**config.mk**
```make
export PLATFORM = sky130hd
export DESIGN_NAME = kswrt_meta_ram
export DESIGN_NICKNAME = d
export VERILOG_FILES = /design/src/rtl/kswrt_pkg.sv /design/src/rtl/kswrt_meta_ram.sv
export SDC_FILE = /design/constraint.sdc
export NUM_CORES = 1
export LEC_CHECK = 0
export BUFFER_PORTS_ARGS = -buffer_cell sky130_fd_sc_hd__buf_2
export CAP_MARGIN = 5
export CORE_MARGIN = 1
export CORE_UTILIZATION = 42
export CTS_CLUSTER_SIZE = 10
export DETAILED_ROUTE_END_ITERATION = 7
export MAX_ROUTING_LAYER = met4
export PLACE_DENSITY = 0.59
export SETUP_SLACK_MARGIN = 0.4
export SLEW_MARGIN = 20
export SYNTH_ARGS = -nofsm -noshare
export SYNTH_HDL_FRONTEND = slang
export SYNTH_SLANG_ARGS = --single-unit
```
**constraint.sdc**
```tcl
create_clock -name clock -period 2.4 [get_ports clock]
set_clock_uncertainty 0.2 [all_clocks]
set_input_delay 0.12 -clock clock [delete_from_list [all_inputs] [get_ports clock]]
set_output_delay 0.12 -clock clock [all_outputs]
set_load 0.02 [all_outputs]
```
**src/rtl/kswrt_pkg.sv**
```systemverilog
// Shared constants and types for the keyed sliding-window rate trip unit.
// No dependencies; imported by every module of the block.
`timescale 1ns / 1ps

package kswrt_pkg;

   // Sizing of the key table and of each key's timestamp ring
   localparam int NUM_KEYS   = 64;
   localparam int MAX_EVENTS = 16;

   localparam int KEY_W    = $clog2(NUM_KEYS);
   localparam int SLOT_W   = $clog2(MAX_EVENTS);
   localparam int CNT_W    = $clog2(MAX_EVENTS + 1);
   localparam int STAMP_AW = KEY_W + SLOT_W;
   localparam int STAMP_DEPTH = NUM_KEYS * MAX_EVENTS;

   // Field widths of the ports
   localparam int KEY_ID_W   = 6;
   localparam int TICK_W     = 64;
   localparam int WINDOW_W   = 32;
   localparam int THRESH_W   = 5;
   localparam int CSR_IDX_W  = 2;
   localparam int CSR_DATA_W = 32;

   // Register indexes on the csr port
   localparam logic [CSR_IDX_W-1:0] CSR_ENABLE    = 2'd0;
   localparam logic [CSR_IDX_W-1:0] CSR_WINDOW    = 2'd1;
   localparam logic [CSR_IDX_W-1:0] CSR_THRESHOLD = 2'd2;

   // Per-key ring descriptor
   typedef struct packed {
      logic [SLOT_W-1:0] head;
      logic [CNT_W-1:0]  count;
   } meta_type;

   // Write request into the descriptor table
   typedef struct packed {
      logic             en;
      logic [KEY_W-1:0] addr;
      meta_type         data;
   } meta_wr_type;

endpackage

```
**src/rtl/kswrt_meta_ram.sv**
```systemverilog
// Per-key ring descriptor table (oldest slot and held count).
// Synchronous RAM with a valid bit per key so reset reads as an empty ring. Uses kswrt_pkg.
`timescale 1ns / 1ps

module kswrt_meta_ram
   import kswrt_pkg::*;
(
   input  logic             clock,
   input  logic             reset,
   input  logic             rd_en,
   input  logic [KEY_W-1:0] rd_addr,
   output meta_type         rd_data,
   input  meta_wr_type      wr
);

   meta_type          meta_mem [NUM_KEYS];
   logic [NUM_KEYS-1:0] valid_ff;
   meta_type          rd_data_ff;
   logic              rd_valid_ff;

   // Descriptor storage
   always_ff @(posedge clock) begin
      if (wr.en) begin
         meta_mem[wr.addr] <= wr.data;
      end
      if (rd_en) begin
         rd_data_ff <= meta_mem[rd_addr];
      end
   end

   // Valid bits: a key never written reads as head 0, count 0
   always_ff @(posedge clock) begin
      if (reset) begin
         valid_ff    <= '0;
         rd_valid_ff <= 1'b0;
      end else begin
         if (wr.en) begin
            valid_ff[wr.addr] <= 1'b1;
         end
         if (rd_en) begin
            rd_valid_ff <= valid_ff[rd_addr];
         end
      end
   end

   assign rd_data = rd_valid_ff ? rd_data_ff : '0;

endmodule

```
; Yosys cells after proc, flatten, opt, wreduce, memory -nomap -nowiden
; Memories as Yosys holds them, arrays and structs flattened. A register that Yosys moved wholly into a read port is not among the register bits.
; Cells that the tools add are included.
; Widths: inputs -> output; s select.
[word_totals]
register_bits = 65
mem_bits_rw = 576
in_bits = 25
out_inout_bits = 9
elab_cells = 15
n_memories = 1
[op_classes]
n_lt_le_gt_ge = 3
muxes = 7
bitwise = 1
reduce_logical = 1
[memory_table]
columns = name, depth, word_bits, read_ports, rd_ports_with_merged_regs, wr, line
row1 = meta_mem, 64, 9, 1, 1, 1, kswrt_meta_ram.sv:16  ; meta_type meta_mem [NUM_KEYS];
[ops]
columns = op, count
row1 = $or 64x64->64, 1
row2 = $lt 6x7->1 const B, 2
row3 = $mux 9, 1
row4 = $bmux 1 s6, 1
row5 = $demux 1 s6, 1
row6 = $ge 6x1->1 const B, 1
row7 = $mux 1, 4
row8 = $logic_and 1x1->1, 1

; Depth between registers and ports, before layout
[logic_depth]
depth_word = 5
depth_mapped = 9

; Worst setup path after synthesis
; No wires, ideal clock.
[synth_timing]
kind = input -> register
start = input port rd_addr[1]
end = register, netlist name rd_data_ff[0]
arrival_ns = 2.048
slack_ns = -0.120
path_stages = 6
path_buffers = 3
path_cell_list = clkbuf_1 > buf_2 > buf_1 > mux4_2 > mux4_2 > mux4_2
[synth_lines]
columns = item, line
row1 = "start, declared", kswrt_meta_ram.sv:11  ; input logic [KEY_W-1:0] rd_addr,

==> summary.md <==
| Metric | Value |
|---|---|
| Final setup viols | 0 |
| Number of global-route vias before repair | 12,773 |
| Synth Cell Area | 24,950 sq um |
| CP Max Fanout | 1 |
| DR vias/cell | 5.506 |
| Worst setup SP type | flop |
| Type of the worst setup path | reg2reg |
| First-pass GRT wire length | 87,700 um |
| Critical path's top delay family | multiplexers |
| Total gr overflow | 0 |
| Worst skew pair latency | 0.60 ns |
| Final min period | 2.393 ns |
| Sw power | 0.004978 W |
| Clk buf depth | 3 |
| Syn_area_per_cell | 20.78 sq um |
| Slew Viols, Final | 0 |
| Core box area | 58,250 sq um |
| Final hold vios | 0 |
| Sequential Power Share | 51.5% |
| Area share of the largest cell type after synthesis | 70.40% |
| WL final | 59,440 um |
| Worst-case reg-to-reg path depth | 3 |
| Post-synthesis register bit count | 650 |
| Max-cap violation count | 0 |
| Crit path capture type | flop |
| Most common cell in the netlist | edfxtp_1 |
| H-tree Lvls | 3 |
| Worst path bufs/invs | 0 |
| Main synth FF type | edfxtp_1 |
| PwrDens | 817.3 nW/um^2 |
| Slowest stage delay, CP | 0.58 ns |
| CTS Buf Count | 75 |
| Max Fclk | 417.9 MHz |
| Final core area utilization | 50.82% |
| Required time of the worst setup path | 2.53 ns |
| Wire per inst | 26.74 um |
| CTS Sinks | 650 |
| Clock power frac | 43.0% |
| Starting Density | 42.84% |
| Syn Nets | 1,226 |
| Pre-antenna DRT Iters | 5 |
| Largest net degree at the start of global routing | 65 |
| Die height | 245.7 um |
| Num ports | 34 |
| Die area | 60,390 sq um |
| Tcrit/Tclk final | 99.70% |
| Status | completed |
| Total Routing Usage GR | 21.07% |
| HPWL after detailed placement | 37,720 um |
| Root Driver | clkbuf_16 |
| Initial detailed-routing violation count | 1,014 |
| Register area share after synthesis | 75.62% |
| Hold path depth | 2 |
| WP data arrival | 2.52 ns |
| Post-DRT Antenna Nets | 0 |
| Layout Nets | 1,423 |
| DIE WIDTH | 245.7 um |
| Slew margin rel. | 43.58% |
| CTS tree | built |
| Ranking of synthesized cells by area | edfxtp_1 (70%), mux4_2 (18%), dfxtp_1 (5.2%) |
| WP depth | 3 |
| Area growth, synth to finish | 18.62% |
| Vias | 12,239 |
| Synth area leader | edfxtp_1 |
| GP Congestion | 0.8381 |
| Setup ws final | 0.007103 ns |
| EDFF count, synth | 585 |
| Comb power frac | 5.4% |
| Gate Count Post-Synth | 1,201 |
| RSZ-0062 raised after global routing | yes |
| Synth top cells by count | edfxtp_1 (585), mux4_2 (194), nor2_1 (185) |
| Slew @ Worst Pin | 0.8463 ns |
| Place WS | -0.6819 ns |
| P_leak | 9.642 nW |
| Peak VDD IR | 0.0004348 V |
| Initial antenna violation count | 1 |
| DRC errors left | 0 |
| # rows | 88 |
| Synth warn | 0 |
| Reg clk slew, reported paths | 0.05 ns |
| Netlist cell types | 29 |
| Layout cells sized above 1 | 32.58% |
| Port-buffer cells | 33 |
| Most used cell along the critical path | mux4_2 |
| Ant. Diodes | 0 |
| Switch share | 20.58% |
| Fillers | 4,616 |
| Slowest cell on the critical path | mux4_2 |
| Hold/Removal Path Class | in2reg |
| Async S/R FF share, synth | 0% |
| CP Cell Sequence | mux4_2, mux4_2, mux4_2 |
| Internal Power | 0.01921 W |
cells in the final DEF (no fill, tap or decap), drive strengths merged:
cell,Yosys,final
nor2,185,185
nor2b,7,7
nand4,2,2
or3,1,1
nor4,2,2
o21ba,4,4
nor3,7,7
and2,10,10
dfxtp,65,65
nand2,16,16
edfxtp,585,585
mux2,15,15
o22ai,4,4
clkbuf,27,137
nand3b,2,2
o21ai,9,9
buf,36,164
nand2b,6,6
o41ai,2,2
nand3,9,9
mux2i,7,7
a31oi,2,2
a22oi,2,2
mux4,194,194
inv,2,3
dlygate4sd3,0,18
logic make-up (layout without fill, tap and decap cells):
logic type	count (synthesis)	in the layout	share of synthesized area (%)
AOI/OAI and AO/OA	23	23	0.6218
muxes	216	216	18.47
DFF	650	650	75.62
buffers and inverters	65	322	1.183
and+or+nand+nor	247	247	4.107
sequential cells by signal (all words and copies together) (netlist names):
| name | count |
|---|---|
| meta_mem | 576 |
| rd_data_ff | 9 |
| rd_valid_ff | 1 |
| valid_ff | 64 |
routing by layer:
| layer | vias up | share of wire (%) | track usage [%] |
|---|---|---|---|
| li1 | 5288 | - | - |
| met1 | 6481 | 42 | 27.57 |
| met2 | 376 | 49 | 33.30 |
| met3 | 94 | 6.5 | 4.649 |
| met4 | 0 | 2.3 | 5.846 |
| met5 | - | 0 | - |
stage by stage:
stage | hold WS [ns] | total power [W] | cell area (sq um) | instances | TNS (ns)
6_report | 0.01512 | 0.02419 | 29600 | 2223 | 0
5_1_grt | 0.03182 | 0.02493 | 29600 | 2223 | -0.05436
4_1_cts | 0.007838 | 0.02442 | 29540 | 2221 | 0
3_5_place_dp | 0.2573 | 0.01399 | 27080 | 2067 | -3.303
3_3_place_gp | 0.2435 | 0.01397 | 27080 | 2067 | -3.322
2_1_floorplan | 0.01887 | 0.01337 | 25080 | 1201 | 0
path summary, 6_finish.rpt:
check	slack, ns	to	startpoint
max	0.007	rd_data_ff[0]$_DFFE_PP_	meta_mem[50][0]$_DFFE_PP_
min	0.02	meta_mem[44][7]$_DFFE_PP_	wr[7]
max reg2reg	0.007	rd_data_ff[0]$_DFFE_PP_	meta_mem[50][0]$_DFFE_PP_
min reg2reg	0.26	valid_ff[52]$_SDFFE_PP0P_	valid_ff[52]$_SDFFE_PP0P_
power groups by stage:
| stage | Sequential, W | Combinational (W) | Clock [W] |
|---|---|---|---|
| 6_report | 0.0125 | 0.00132 | 0.0104 |
| 5_1_grt | 0.0125 | 0.00140 | 0.0111 |
| 4_1_cts | 0.0125 | 0.00133 | 0.0106 |
| 3_5_place_dp | 0.0127 | 0.00129 | 0 |
| 3_3_place_gp | 0.0127 | 0.00127 | 0 |
| 2_1_floorplan | 0.0127 | 0.000692 | 0 |
repair_timing:
item,in CTS,in global routing
buffers inserted,0,1
gates resized for setup,16,10
pin swaps,0,1
endpoints found under the hold margin,304,64
setup endpoints to repair,9,291
hold buffers,17,1
cell type report:
class | instances | area [sq um] | area share [%]
flip-flops and latches | 650 | 18870 | 63.75
multi-input cells | 486 | 5884 | 19.88
clock buffers | 136 | 2221 | 7.503
repair buffers | 183 | 1652 | 5.580
well taps | 765 | 957.2 | 3.234
clock inverters | 1 | 8.758 | 0.02959
inverters | 2 | 7.507 | 0.02536
(Power assumes the default switching activity.)
